===== src/design/x86enc_pkg.sv =====
package x86enc_pkg;

    // operation codes of the input transaction
    localparam logic [3:0] OP_MOV = 4'd0;
    localparam logic [3:0] OP_ADD = 4'd1;
    localparam logic [3:0] OP_OR  = 4'd2;
    localparam logic [3:0] OP_AND = 4'd3;
    localparam logic [3:0] OP_SUB = 4'd4;
    localparam logic [3:0] OP_XOR = 4'd5;
    localparam logic [3:0] OP_INT = 4'd6;
    localparam logic [3:0] OP_HLT = 4'd7;
    localparam logic [3:0] OP_CLC = 4'd8;
    localparam logic [3:0] OP_CMC = 4'd9;
    localparam logic [3:0] OP_CLI = 4'd10;
    localparam logic [3:0] OP_CLD = 4'd11;
    localparam logic [3:0] OP_NOP = 4'd12;

    // operand size codes
    localparam logic [1:0] SZ_NONE  = 2'd0;
    localparam logic [1:0] SZ_BYTE  = 2'd1;
    localparam logic [1:0] SZ_WORD  = 2'd2;
    localparam logic [1:0] SZ_DWORD = 2'd3;

    // status codes
    localparam logic [1:0] ST_OK       = 2'd0;
    localparam logic [1:0] ST_NOT_REG  = 2'd1;
    localparam logic [1:0] ST_MISMATCH = 2'd2;

    // register number of the accumulator (al, ax, eax)
    localparam logic [2:0] REG_ACC = 3'd0;

    localparam int MAX_BYTES = 6;

    localparam logic [7:0] BYTE_MOV_IMM8  = 8'hb0;
    localparam logic [7:0] BYTE_MOV_RM    = 8'h88;
    localparam logic [7:0] BYTE_OPSIZE    = 8'h66;
    localparam logic [7:0] BYTE_MOV_IMM   = 8'hb8;
    localparam logic [7:0] BYTE_GRP1_IB   = 8'h80;
    localparam logic [7:0] BYTE_GRP1_SIB  = 8'h83;
    localparam logic [7:0] BYTE_GRP1_IZ   = 8'h81;
    localparam logic [7:0] BYTE_MODRM_REG = 8'hc0;
    localparam logic [7:0] BYTE_INT       = 8'hcd;
    localparam logic [7:0] BYTE_HLT       = 8'hf4;
    localparam logic [7:0] BYTE_CLC       = 8'hf8;
    localparam logic [7:0] BYTE_CMC       = 8'hf5;
    localparam logic [7:0] BYTE_CLI       = 8'hfa;
    localparam logic [7:0] BYTE_CLD       = 8'hfc;
    localparam logic [7:0] BYTE_NOP       = 8'h90;
    localparam logic [7:0] BYTE_BAD       = 8'hff;

    // ALU group opcode bases and ModRM /digit values
    localparam logic [7:0] BASE_ADD = 8'h00;
    localparam logic [7:0] BASE_OR  = 8'h08;
    localparam logic [7:0] BASE_AND = 8'h20;
    localparam logic [7:0] BASE_SUB = 8'h28;
    localparam logic [7:0] BASE_XOR = 8'h30;

    localparam logic [2:0] DIGIT_ADD = 3'd0;
    localparam logic [2:0] DIGIT_OR  = 3'd1;
    localparam logic [2:0] DIGIT_AND = 3'd4;
    localparam logic [2:0] DIGIT_SUB = 3'd5;
    localparam logic [2:0] DIGIT_XOR = 3'd6;

    typedef struct packed {
        logic [3:0]  op;
        logic [1:0]  dest_size;
        logic [2:0]  dest_reg;
        logic [1:0]  src_size;
        logic [2:0]  src_reg;
        logic [31:0] immediate;
    } item_t;

    typedef struct packed {
        logic [7:0] code_byte;
        logic       last_byte;
        logic [1:0] status;
    } code_t;

    // encoded instruction: byte 0 goes out first
    typedef struct packed {
        logic [MAX_BYTES-1:0][7:0] bytes;
        logic [2:0]                count;
        logic [1:0]                status;
    } enc_t;

endpackage


===== src/design/x86enc_encoder.sv =====
module x86enc_encoder
(
    input  x86enc_pkg::item_t item,
    output x86enc_pkg::enc_t  enc
);

    logic [7:0] base;
    logic [2:0] digit;
    logic [7:0] modrm_digit;
    logic [7:0] modrm_src;
    logic [7:0] one_byte;
    logic [2:0] width;
    logic [2:0] n;

    // opcode base of the ALU group
    always_comb
    begin
        case (item.op)
            x86enc_pkg::OP_MOV: base = x86enc_pkg::BYTE_MOV_RM;
            x86enc_pkg::OP_ADD: base = x86enc_pkg::BASE_ADD;
            x86enc_pkg::OP_OR:  base = x86enc_pkg::BASE_OR;
            x86enc_pkg::OP_AND: base = x86enc_pkg::BASE_AND;
            x86enc_pkg::OP_SUB: base = x86enc_pkg::BASE_SUB;
            x86enc_pkg::OP_XOR: base = x86enc_pkg::BASE_XOR;
            default:            base = x86enc_pkg::BASE_ADD;
        endcase
    end

    // ModRM /digit of the ALU group
    always_comb
    begin
        case (item.op)
            x86enc_pkg::OP_OR:  digit = x86enc_pkg::DIGIT_OR;
            x86enc_pkg::OP_AND: digit = x86enc_pkg::DIGIT_AND;
            x86enc_pkg::OP_SUB: digit = x86enc_pkg::DIGIT_SUB;
            x86enc_pkg::OP_XOR: digit = x86enc_pkg::DIGIT_XOR;
            default:            digit = x86enc_pkg::DIGIT_ADD;
        endcase
    end

    // one-byte instructions; anything unknown encodes as the bad byte
    always_comb
    begin
        case (item.op)
            x86enc_pkg::OP_HLT: one_byte = x86enc_pkg::BYTE_HLT;
            x86enc_pkg::OP_CLC: one_byte = x86enc_pkg::BYTE_CLC;
            x86enc_pkg::OP_CMC: one_byte = x86enc_pkg::BYTE_CMC;
            x86enc_pkg::OP_CLI: one_byte = x86enc_pkg::BYTE_CLI;
            x86enc_pkg::OP_CLD: one_byte = x86enc_pkg::BYTE_CLD;
            x86enc_pkg::OP_NOP: one_byte = x86enc_pkg::BYTE_NOP;
            default:            one_byte = x86enc_pkg::BYTE_BAD;
        endcase
    end

    assign modrm_digit = {2'b11, digit, item.dest_reg};
    assign modrm_src   = {2'b11, item.src_reg, item.dest_reg};

    always_comb
    begin
        case (item.dest_size)
            x86enc_pkg::SZ_BYTE: width = 3'd1;
            x86enc_pkg::SZ_WORD: width = 3'd2;
            default:             width = 3'd4;
        endcase
    end

    always_comb
    begin
        enc.bytes  = '0;
        enc.status = x86enc_pkg::ST_OK;
        n          = 3'd0;
        case (item.op)
            x86enc_pkg::OP_MOV, x86enc_pkg::OP_ADD, x86enc_pkg::OP_OR,
            x86enc_pkg::OP_AND, x86enc_pkg::OP_SUB, x86enc_pkg::OP_XOR:
            begin
                if (item.dest_size == x86enc_pkg::SZ_NONE)
                begin
                    enc.bytes[0] = x86enc_pkg::BYTE_BAD;
                    enc.status   = x86enc_pkg::ST_NOT_REG;
                    n            = 3'd1;
                end
                else if (item.src_size != x86enc_pkg::SZ_NONE
                         && item.src_size != item.dest_size)
                begin
                    enc.bytes[0] = x86enc_pkg::BYTE_BAD;
                    enc.status   = x86enc_pkg::ST_MISMATCH;
                    n            = 3'd1;
                end
                else
                begin
                    if (item.dest_size == x86enc_pkg::SZ_WORD)
                    begin
                        enc.bytes[n] = x86enc_pkg::BYTE_OPSIZE;
                        n = n + 3'd1;
                    end
                    if (item.src_size != x86enc_pkg::SZ_NONE)
                    begin
                        enc.bytes[n] = (item.dest_size == x86enc_pkg::SZ_BYTE)
                                       ? base : base + 8'd1;
                        n = n + 3'd1;
                        enc.bytes[n] = modrm_src;
                        n = n + 3'd1;
                    end
                    else if (item.op == x86enc_pkg::OP_MOV)
                    begin
                        enc.bytes[n] = ((item.dest_size == x86enc_pkg::SZ_BYTE)
                                        ? x86enc_pkg::BYTE_MOV_IMM8
                                        : x86enc_pkg::BYTE_MOV_IMM)
                                       | {5'd0, item.dest_reg};
                        n = n + 3'd1;
                        for (int i = 0; i < 4; i++)
                        begin
                            if (3'(i) < width)
                            begin
                                enc.bytes[n] = item.immediate[8*i +: 8];
                                n = n + 3'd1;
                            end
                        end
                    end
                    else if (item.dest_size == x86enc_pkg::SZ_BYTE)
                    begin
                        if (item.dest_reg == x86enc_pkg::REG_ACC)
                        begin
                            enc.bytes[n] = base + 8'd4;
                            n = n + 3'd1;
                        end
                        else
                        begin
                            enc.bytes[n] = x86enc_pkg::BYTE_GRP1_IB;
                            n = n + 3'd1;
                            enc.bytes[n] = modrm_digit;
                            n = n + 3'd1;
                        end
                        enc.bytes[n] = item.immediate[7:0];
                        n = n + 3'd1;
                    end
                    else if (item.immediate < 32'd128)
                    begin
                        // sign-extended imm8 short form
                        enc.bytes[n] = x86enc_pkg::BYTE_GRP1_SIB;
                        n = n + 3'd1;
                        enc.bytes[n] = modrm_digit;
                        n = n + 3'd1;
                        enc.bytes[n] = item.immediate[7:0];
                        n = n + 3'd1;
                    end
                    else
                    begin
                        if (item.dest_reg == x86enc_pkg::REG_ACC)
                        begin
                            enc.bytes[n] = base + 8'd5;
                            n = n + 3'd1;
                        end
                        else
                        begin
                            enc.bytes[n] = x86enc_pkg::BYTE_GRP1_IZ;
                            n = n + 3'd1;
                            enc.bytes[n] = modrm_digit;
                            n = n + 3'd1;
                        end
                        for (int i = 0; i < 4; i++)
                        begin
                            if (3'(i) < width)
                            begin
                                enc.bytes[n] = item.immediate[8*i +: 8];
                                n = n + 3'd1;
                            end
                        end
                    end
                end
            end
            x86enc_pkg::OP_INT:
            begin
                enc.bytes[0] = x86enc_pkg::BYTE_INT;
                enc.bytes[1] = item.immediate[7:0];
                n            = 3'd2;
            end
            default:
            begin
                enc.bytes[0] = one_byte;
                n            = 3'd1;
            end
        endcase
        enc.count = n;
    end

endmodule


===== src/design/x86_instruction_encoder.sv =====
// Path: an accepted transaction is registered in the input register, encoded combinationally
// and loaded into the byte serializer when it is empty or the previous final byte leaves.
// Output: the byte-wide result channel carries each instruction's 1 to 6 bytes in order;
// the next instruction waits in the input register meanwhile.
// Reset: rst_n clears both valid flags at once; payload registers keep no reset.
module x86_instruction_encoder
(
    input  logic              clk,
    input  logic              rst_n,
    input  logic              item_valid,
    output logic              item_stall,
    input  x86enc_pkg::item_t item,
    output logic              code_valid,
    input  logic              code_stall,
    output x86enc_pkg::code_t code
);

    // input register: holds one instruction while the previous one drains
    logic              in_valid_reg;
    x86enc_pkg::item_t in_item_reg;

    // byte serializer: the low byte of bytes_reg is the result on the port
    logic                                  ser_valid_reg;
    logic                                  ser_valid_next;
    logic [x86enc_pkg::MAX_BYTES-1:0][7:0] bytes_reg;
    logic [x86enc_pkg::MAX_BYTES-1:0][7:0] bytes_next;
    logic [2:0]                            left_reg;
    logic [2:0]                            left_next;
    logic [1:0]                            status_reg;
    logic [1:0]                            status_next;

    x86enc_pkg::enc_t enc;

    logic take;
    logic last;
    logic load;

    x86enc_encoder u_encoder
    (
        .item (in_item_reg),
        .enc  (enc)
    );

    assign last = (left_reg == 3'd1);
    assign take = ser_valid_reg && !code_stall;

    // move the held instruction into the serializer when it is empty or
    // its final byte leaves in this cycle
    assign load = in_valid_reg && (!ser_valid_reg || (take && last));

    // the input register is free when empty or when it hands off this cycle
    assign item_stall = in_valid_reg && !load;

    always_ff @(posedge clk or negedge rst_n)
    begin
        if (!rst_n)
        begin
            in_valid_reg <= 1'b0;
        end
        else if (!item_stall)
        begin
            in_valid_reg <= item_valid;
        end
    end

    always_ff @(posedge clk)
    begin
        if (item_valid && !item_stall)
        begin
            in_item_reg <= item;
        end
    end

    always_comb
    begin
        ser_valid_next = ser_valid_reg;
        bytes_next     = bytes_reg;
        left_next      = left_reg;
        status_next    = status_reg;
        if (load)
        begin
            ser_valid_next = 1'b1;
            bytes_next     = enc.bytes;
            left_next      = enc.count;
            status_next    = enc.status;
        end
        else if (take)
        begin
            // advance to the next byte, or drop the finished instruction
            ser_valid_next = !last;
            bytes_next     = bytes_reg >> 8;
            left_next      = left_reg - 3'd1;
        end
    end

    always_ff @(posedge clk or negedge rst_n)
    begin
        if (!rst_n)
        begin
            ser_valid_reg <= 1'b0;
        end
        else
        begin
            ser_valid_reg <= ser_valid_next;
        end
    end

    always_ff @(posedge clk)
    begin
        bytes_reg  <= bytes_next;
        left_reg   <= left_next;
        status_reg <= status_next;
    end

    assign code_valid     = ser_valid_reg;
    assign code.code_byte = bytes_reg[0];
    assign code.last_byte = last;
    assign code.status    = status_reg;

endmodule


===== config.mk =====
export PLATFORM = sky130hd
export DESIGN_NAME = x86_instruction_encoder
export DESIGN_NICKNAME = d
export VERILOG_FILES = /design/src/design/x86enc_pkg.sv /design/src/design/x86enc_encoder.sv /design/src/design/x86_instruction_encoder.sv
export SDC_FILE = /design/constraint.sdc
export NUM_CORES = 1
export LEC_CHECK = 0
export ABC_AREA = 1
export BUFFER_PORTS_ARGS = -buffer_cell sky130_fd_sc_hd__buf_2
export CORE_ASPECT_RATIO = 0.8
export CORE_MARGIN = 10
export CORE_UTILIZATION = 30
export CTS_CLUSTER_DIAMETER = 40
export DETAILED_ROUTE_END_ITERATION = 8
export SLEW_MARGIN = 15
export SYNTH_ARGS = -nofsm -noshare
export SYNTH_HDL_FRONTEND = slang
export SYNTH_SLANG_ARGS = --single-unit

===== constraint.sdc =====
create_clock -name clk -period 12.9 [get_ports clk]
set_input_delay 2.58 -clock clk [delete_from_list [all_inputs] [get_ports clk]]
set_output_delay 2.58 -clock clk [all_outputs]
set_load 0.03 [all_outputs]

==> run_results.csv, run 1 <==
group,metric,value,unit
outcome,outcome,"finished, final reports clean",
pwr,power_density,185,nW/µm²
yosys,avgSynthCellArea,7.04,µm²
finish,finalNonFillerCells,1540,
routing,wirelength,35.8,mm
global_route,grt_antenna_before_repair,0,
global_route,grt_max_degree,52,
place,pre_cts_ws,7190,ps
timing,fmax,0.175,GHz
yosys,synthArstFlopShare,1.98,%
yosys,syn_nets,1222,
yosys,synth_ff_type,"edfxtp_1",
critical_path,cp.required,10320,ps
finish,largest_register_ffs,46,
timing,worst_slack,7190,ps
place,postPlaceCellArea,8630,µm²
place,numPortBuffers,62,
place,gp_congestion,1.06,
routing,drtAntennaViolNets,0,
clocking,cts_tree,"built",
critical_path,crit_path_start_kind,"input pin",
pwr,power,0.00164,W
pwr,ir_worst_vdd,0.117,mV
pwr,p_leak,3.83,nW
clocking,cts.sinks,101,
finish,final_cell_area,8900,µm²
critical_path,crit_top_cell,"buf_2",
floorplanning,initial_utilization,30.7,%
floorplanning,dieWidth,204,µm
yosys,ys_seq_elements,101,
critical_path,cp_top_family,"buffers and inverters",
timing,drv_slew,0,
yosys,synth_area,8120,µm²
critical_path,cp_cell_sequence,"buf_2 -> o21ai_2 -> nor2_1 -> buf_2",
yosys,synth.distinct_cells,43,
clocking,cts_hold_buf,0,
floorplanning,core-area,26500,µm²
yosys,seq_area_frac_synth,37.2,%
global_route,grt.total_usage,20.7,%
yosys,yosys_warnings,0,
floorplanning,io-pin-count,63,
critical_path,critPathMaxStageDelay,180,ps
critical_path,worstPathArrival,3130,ps
critical_path,path_class,"input pin to output port",
timing,rsz0062_at_grt,"false",
clocking,clk_latency,370,ps
floorplanning,die_h,167,µm
timing,fin_tns_setup,0,ps
floorplanning,rows,53,
finish,layout.nets,1246,
clocking,ctsResizeCount,0,
finish,diodes,0,
yosys,synth_enable_flop_cells,99,
timing,tightest_slew,1010,ps
critical_path,path_max_fanout,3,
timing,min_period,5710,ps
finish,drive_above_1_share,10.4,%
routing,firstDrtPassIters,5,
critical_path,cpMaxStageDelayCell,"buf_2",
routing,remaining_drc_errors,0,
yosys,synth_cells,1154,
routing,vias,8768,
clocking,cts_buffers,9,
floorplanning,dieArea,34100,µm²
timing,setup_viol,0,
timing,slew-limit-headroom,32.9,%
timing,clock_skew,9.49,ps
run,cap_violations,0,
timing,hold_violations,0,
timing,fin_crit_sh,44.2,%
clocking,cts_setup_buffers,0,
routing,drtIter0Drc,1516,
hold_path,hp-class,"register to register",
critical_path,cp-end-kind,"output port",
routing,wl_per_cell,23.3,µm
finish,syn_to_final_growth,9.52,%
clocking,htree_levels,3,
place,numPlacedInstances,1524,
critical_path,crit_buf_inv,2,
place,hpwl,26.2,mm
clocking,clockBufferDepth,2,
clocking,cts-root-buf,"clkbuf_16",
global_route,grt_pass1_wl,53.5,mm
clocking,clkTransAtPathRegs,70,ps
routing,vias_per_cell,5.69,
global_route,grt_overflow,0,
global_route,grt_pass1_vias,8228,
worst min-delay path, stage by stage, from the launching register on:
cell     delay (ps)
dfrtp_1         360
inv_1            60
nand2_1          60
final cells by class:
class	instances	area, µm²
clock buffer	10	229
inverter	117	439
clock inverter	6	38.8
tap	357	447
timing repair buffer	68	355
multi-input combinational	881	4360
fill	2880	17600
sequential	101	3020
cells in the mapped netlist (14+ instances only):
cell / instances / area, µm²
o21ai_0: 107 / 536
o221ai_1: 16 / 140
nand3_1: 41 / 205
nand2_1: 346 / 1300
o211ai_1: 26 / 195
o22ai_1: 14 / 87.6
edfxtp_1: 99 / 2970
buf_2: 16 / 80.1
inv_1: 97 / 364
inv_2: 18 / 67.6
a211oi_1: 15 / 113
clkbuf_1: 17 / 63.8
a21oi_1: 102 / 510
o21ai_1: 22 / 110
nor2_1: 106 / 398
layer usage:
layer | GRT usage, % | vias to the layer above | part of all wire, %
met5 | 0 | - | 0
met4 | 6.75 | 0 | 3.4
met3 | 6.38 | 97 | 14
met2 | 28.3 | 632 | 40
met1 | 29.7 | 4063 | 43
li1 | - | 3976 | -
stage by stage:
stage               utilization [%]  hold slack [ps]
floorplan                         -              447
global placement               32.6              469
detailed placement             32.6              499
CTS                            33.6              510
global route                   33.6              542
finish                         33.6              506
cell families after synthesis:
family	after synthesis	synth area share [%]
AOI/OAI and AO/OA	331	23.5
xor gates and xnor gates	2	0.216
adders and majority gates	18	3.23
buffers and inverters	172	9.26
DFF	101	37.2
muxes	2	0.246
other	1	0.0462
and+or+nand+nor	527	26.2
worst paths after layout:
path                                 startpoint      endpoint  slack [ps]  cells past startpoint
worst max-delay path                 code_stall    item_stall        7190                      4
worst min-delay path               in_valid_reg    code_valid         510                      2
worst max register to register  in_item_reg[38]       code[4]        8560                     14
worst min register to register     in_valid_reg    code_valid         510                      2
max in group asynchronous                 rst_n  in_valid_reg       10830                      1
min in group asynchronous                 rst_n    code_valid        1980                      1
placed cells by master (no fill, tap or decap), drive strengths merged, types with 11 or more instances in the layout:
cell type  netlist  final
edfxtp          99     99
nor2           116    116
nand3           43     43
o211ai          26     26
a211oi          15     15
ha              13     13
inv            115    116
nor3            11     11
a21oi          102    102
o22ai           14     14
o21ai          130    130
buf             38     68
nand2          353    353
o221ai          16     16
power by group:
part	leakage (nW)	internal (W)	total, W	switching [W]
Clock	0.132	0.000131	0.000259	0.000129
Combinational	2.72	0.000218	0.000817	0.000598
Sequential	0.978	0.000484	0.000567	0.0000834
Total	3.83	0.000833	0.00164	0.000810
(Power assumes the default switching activity.)
==> run 2, diff against run 1 <==
==> constraint.sdc (replaced) <==
create_clock -name clk -period 4.77 [get_ports clk]
set_input_delay 0.954 -clock clk [delete_from_list [all_inputs] [get_ports clk]]
set_output_delay 0.954 -clock clk [all_outputs]
set_load 0.03 [all_outputs]
==> run 2 against run 1 <==
  * Hold slack got worse by 150 ps
  * Power increased to 2.7 times the previous value
  * Critical path depth increased by 10
  * Clock skew increased by 2.0 ps
  * Via count increased by 1.6%
  * Design area increased by 0.63%
  * Count of clock-buffer cells in the layout decreased by 1
  * Final cell count increased by 0.39%
  * Non-clock buffer count increased by 5
  * Sequential share of layout area decreased by 0.21 points
  * Critical path type is now register to register
==> run_results.csv, run 2 (synthesis gave the netlist of run 1 again) <==
group,metric,value,unit
routing,wirelength,37.5,mm
global_route,grt_max_degree,47,
global_route,met3_usage,6.19,%
critical_path,cpMaxStageDelayCell,"fa_1",
hold_path,hp-class,"input pin to asynchronous set/reset pin",
global_route,grt_overflow,0,
global_route,grt_antenna_before_repair,0,
timing,min_period,4010,ps
critical_path,cp_cell_sequence,"nor2_1 -> nand2_1 -> fa_1 -> inv_1 -> fa_1 -> inv_1 -> nor2_1 -> nand2_1 -> o21ai_0 -> nand2_1 -> a22oi_1 -> o21ai_1 -> nand2_1 -> a21oi_1",
finish,final_cell_mix,"346 x nand2_1, 106 x nor2_1, 106 x o21ai_0",
finish,layout.nets,1251,
routing,drtIter0Drc,1581,
timing,clock_skew,11.5,ps
critical_path,path_max_fanout,13,
critical_path,crit_buf_inv,2,
outcome,outcome,"finished, final reports clean",
floorplanning,core-area,26500,µm²
run,cap_violations,0,
critical_path,crit_top_cell,"nand2_1",
clocking,cts_tree,"built",
timing,finalHoldWorstSlack,358,ps
pwr,power_density,502,nW/µm²
finish,final_common_cell,"nand2_1",
critical_path,cp.required,4880,ps
clocking,clk_latency,370,ps
timing,fmax,0.249,GHz
place,hpwl,27.6,mm
floorplanning,die_h,167,µm
clocking,htree_levels,3,
clocking,clockBufferDepth,2,
clocking,cts_setup_buffers,0,
routing,vias,8907,
global_route,grt_pass1_vias,8520,
floorplanning,dieWidth,204,µm
critical_path,critPathMaxStageDelay,670,ps
floorplanning,initial_utilization,30.7,%
finish,drive_above_1_share,10.7,%
critical_path,critPathLaunch,"in_item_reg[38]",
routing,wl_per_cell,24.2,µm
place,gp_congestion,1.04,
timing,slew-limit-headroom,35.0,%
clocking,clkTransAtPathRegs,70,ps
clocking,cts_buffers,9,
clocking,cts_hold_buf,0,
clocking,ctsResizeCount,0,
timing,fin_crit_sh,84.0,%
timing,rsz0062_at_grt,"false",
critical_path,reg2regPathDepth,14,
global_route,gr-usage-met1,29.6,%
global_route,top_usage_layer,"met2",
critical_path,crit_path_start_kind,"register",
place,postPlaceCellArea,8660,µm²
routing,vias_per_cell,5.76,
global_route,grt.total_usage,21.5,%
routing,remaining_drc_errors,0,
critical_path,cp-end-kind,"register",
critical_path,r2r-end,"code[4]",
critical_path,r2r-start,"in_item_reg[38]",
routing,drtAntennaViolNets,0,
critical_path,critPathCapture,"code[4]",
place,numPortBuffers,62,
clocking,cts-root-buf,"clkbuf_16",
critical_path,path_class,"register to register",
critical_path,cp_top_family,"adder cells",
global_route,grt_pass1_wl,55.3,mm
timing,fin_tns_setup,0,ps
floorplanning,io-pin-count,63,
timing,setup_viol,0,
clocking,cts.sinks,101,
routing,firstDrtPassIters,6,
timing,drv_slew,0,
floorplanning,rows,53,
finish,syn_to_final_growth,10.2,%
critical_path,worstPathArrival,4120,ps
global_route,grt_use_met2,30.8,%
critical_path,cp.depth,14,
finish,largest_register_ffs,46,
pwr,ir_worst_vdd,0.274,mV
pwr,p_leak,3.86,nW
finish,final_cell_area,8950,µm²
timing,hold_violations,0,
floorplanning,dieArea,34100,µm²
critical_path,rrSetupSlack,760,ps
timing,tightest_slew,974,ps
-- run 2: metrics by stage --
step	utilization, %	power, W	worst slack (ps)	instances
after CTS	33.8	0.00442	841	1545
after floorplan	-	0.00292	1060	1154
after global placement	32.7	0.00368	886	1529
after detailed placement	32.7	0.00366	857	1529
final	33.8	0.00449	762	1546
after global routing	33.8	0.00475	409	1545
-- run 2: final cells by class --
type,instances,area [µm²]
multi-input combinational,881,4360
sequential,101,3020
clock inverter,7,63.8
fill,2894,17500
inverter,117,439
timing repair buffer,73,393
antenna,1,2.50
tap,357,447
clock buffer,9,225
-- run 2: power breakdown --
| group | switching (W) | leakage (nW) | internal, W |
|---|---|---|---|
| combinational | 0.00162 | 2.74 | 0.000596 |
| sequential | 0.000222 | 0.978 | 0.00131 |
| clock | 0.000345 | 0.142 | 0.000403 |
| total | 0.00219 | 3.86 | 0.00231 |
-- run 2: routing by layer --
layer | vias up | part of all wire, %
li1 | 3994 | -
met1 | 4136 | 42
met2 | 652 | 40
met3 | 125 | 13
met4 | 0 | 4.3
met5 | - | 0
-- run 2: how the worst min path moves through the flow --
stage                  from      endpoint  slack [ps]  cells after the start
2_1_floorplan  in_valid_reg    code_valid         450                      2
3_3_place_gp   in_valid_reg    code_valid         480                      2
3_5_place_dp   in_valid_reg    code_valid         470                      2
4_1_cts               rst_n  in_valid_reg         350                      1
5_1_grt               rst_n    code_valid         350                      1
6_report              rst_n  in_valid_reg         360                      1
-- run 2: worst reg2reg max path: cells and delay by family, from the launching register on --
kind | cells | cell delay [ps]
flip-flops | 1 | 460
buffers and inverters | 2 | 190
AND/OR/NAND/NOR | 6 | 1100
AO/OA/AOI/OAI | 4 | 770
adder cells (fa/ha/maj) | 2 | 1240
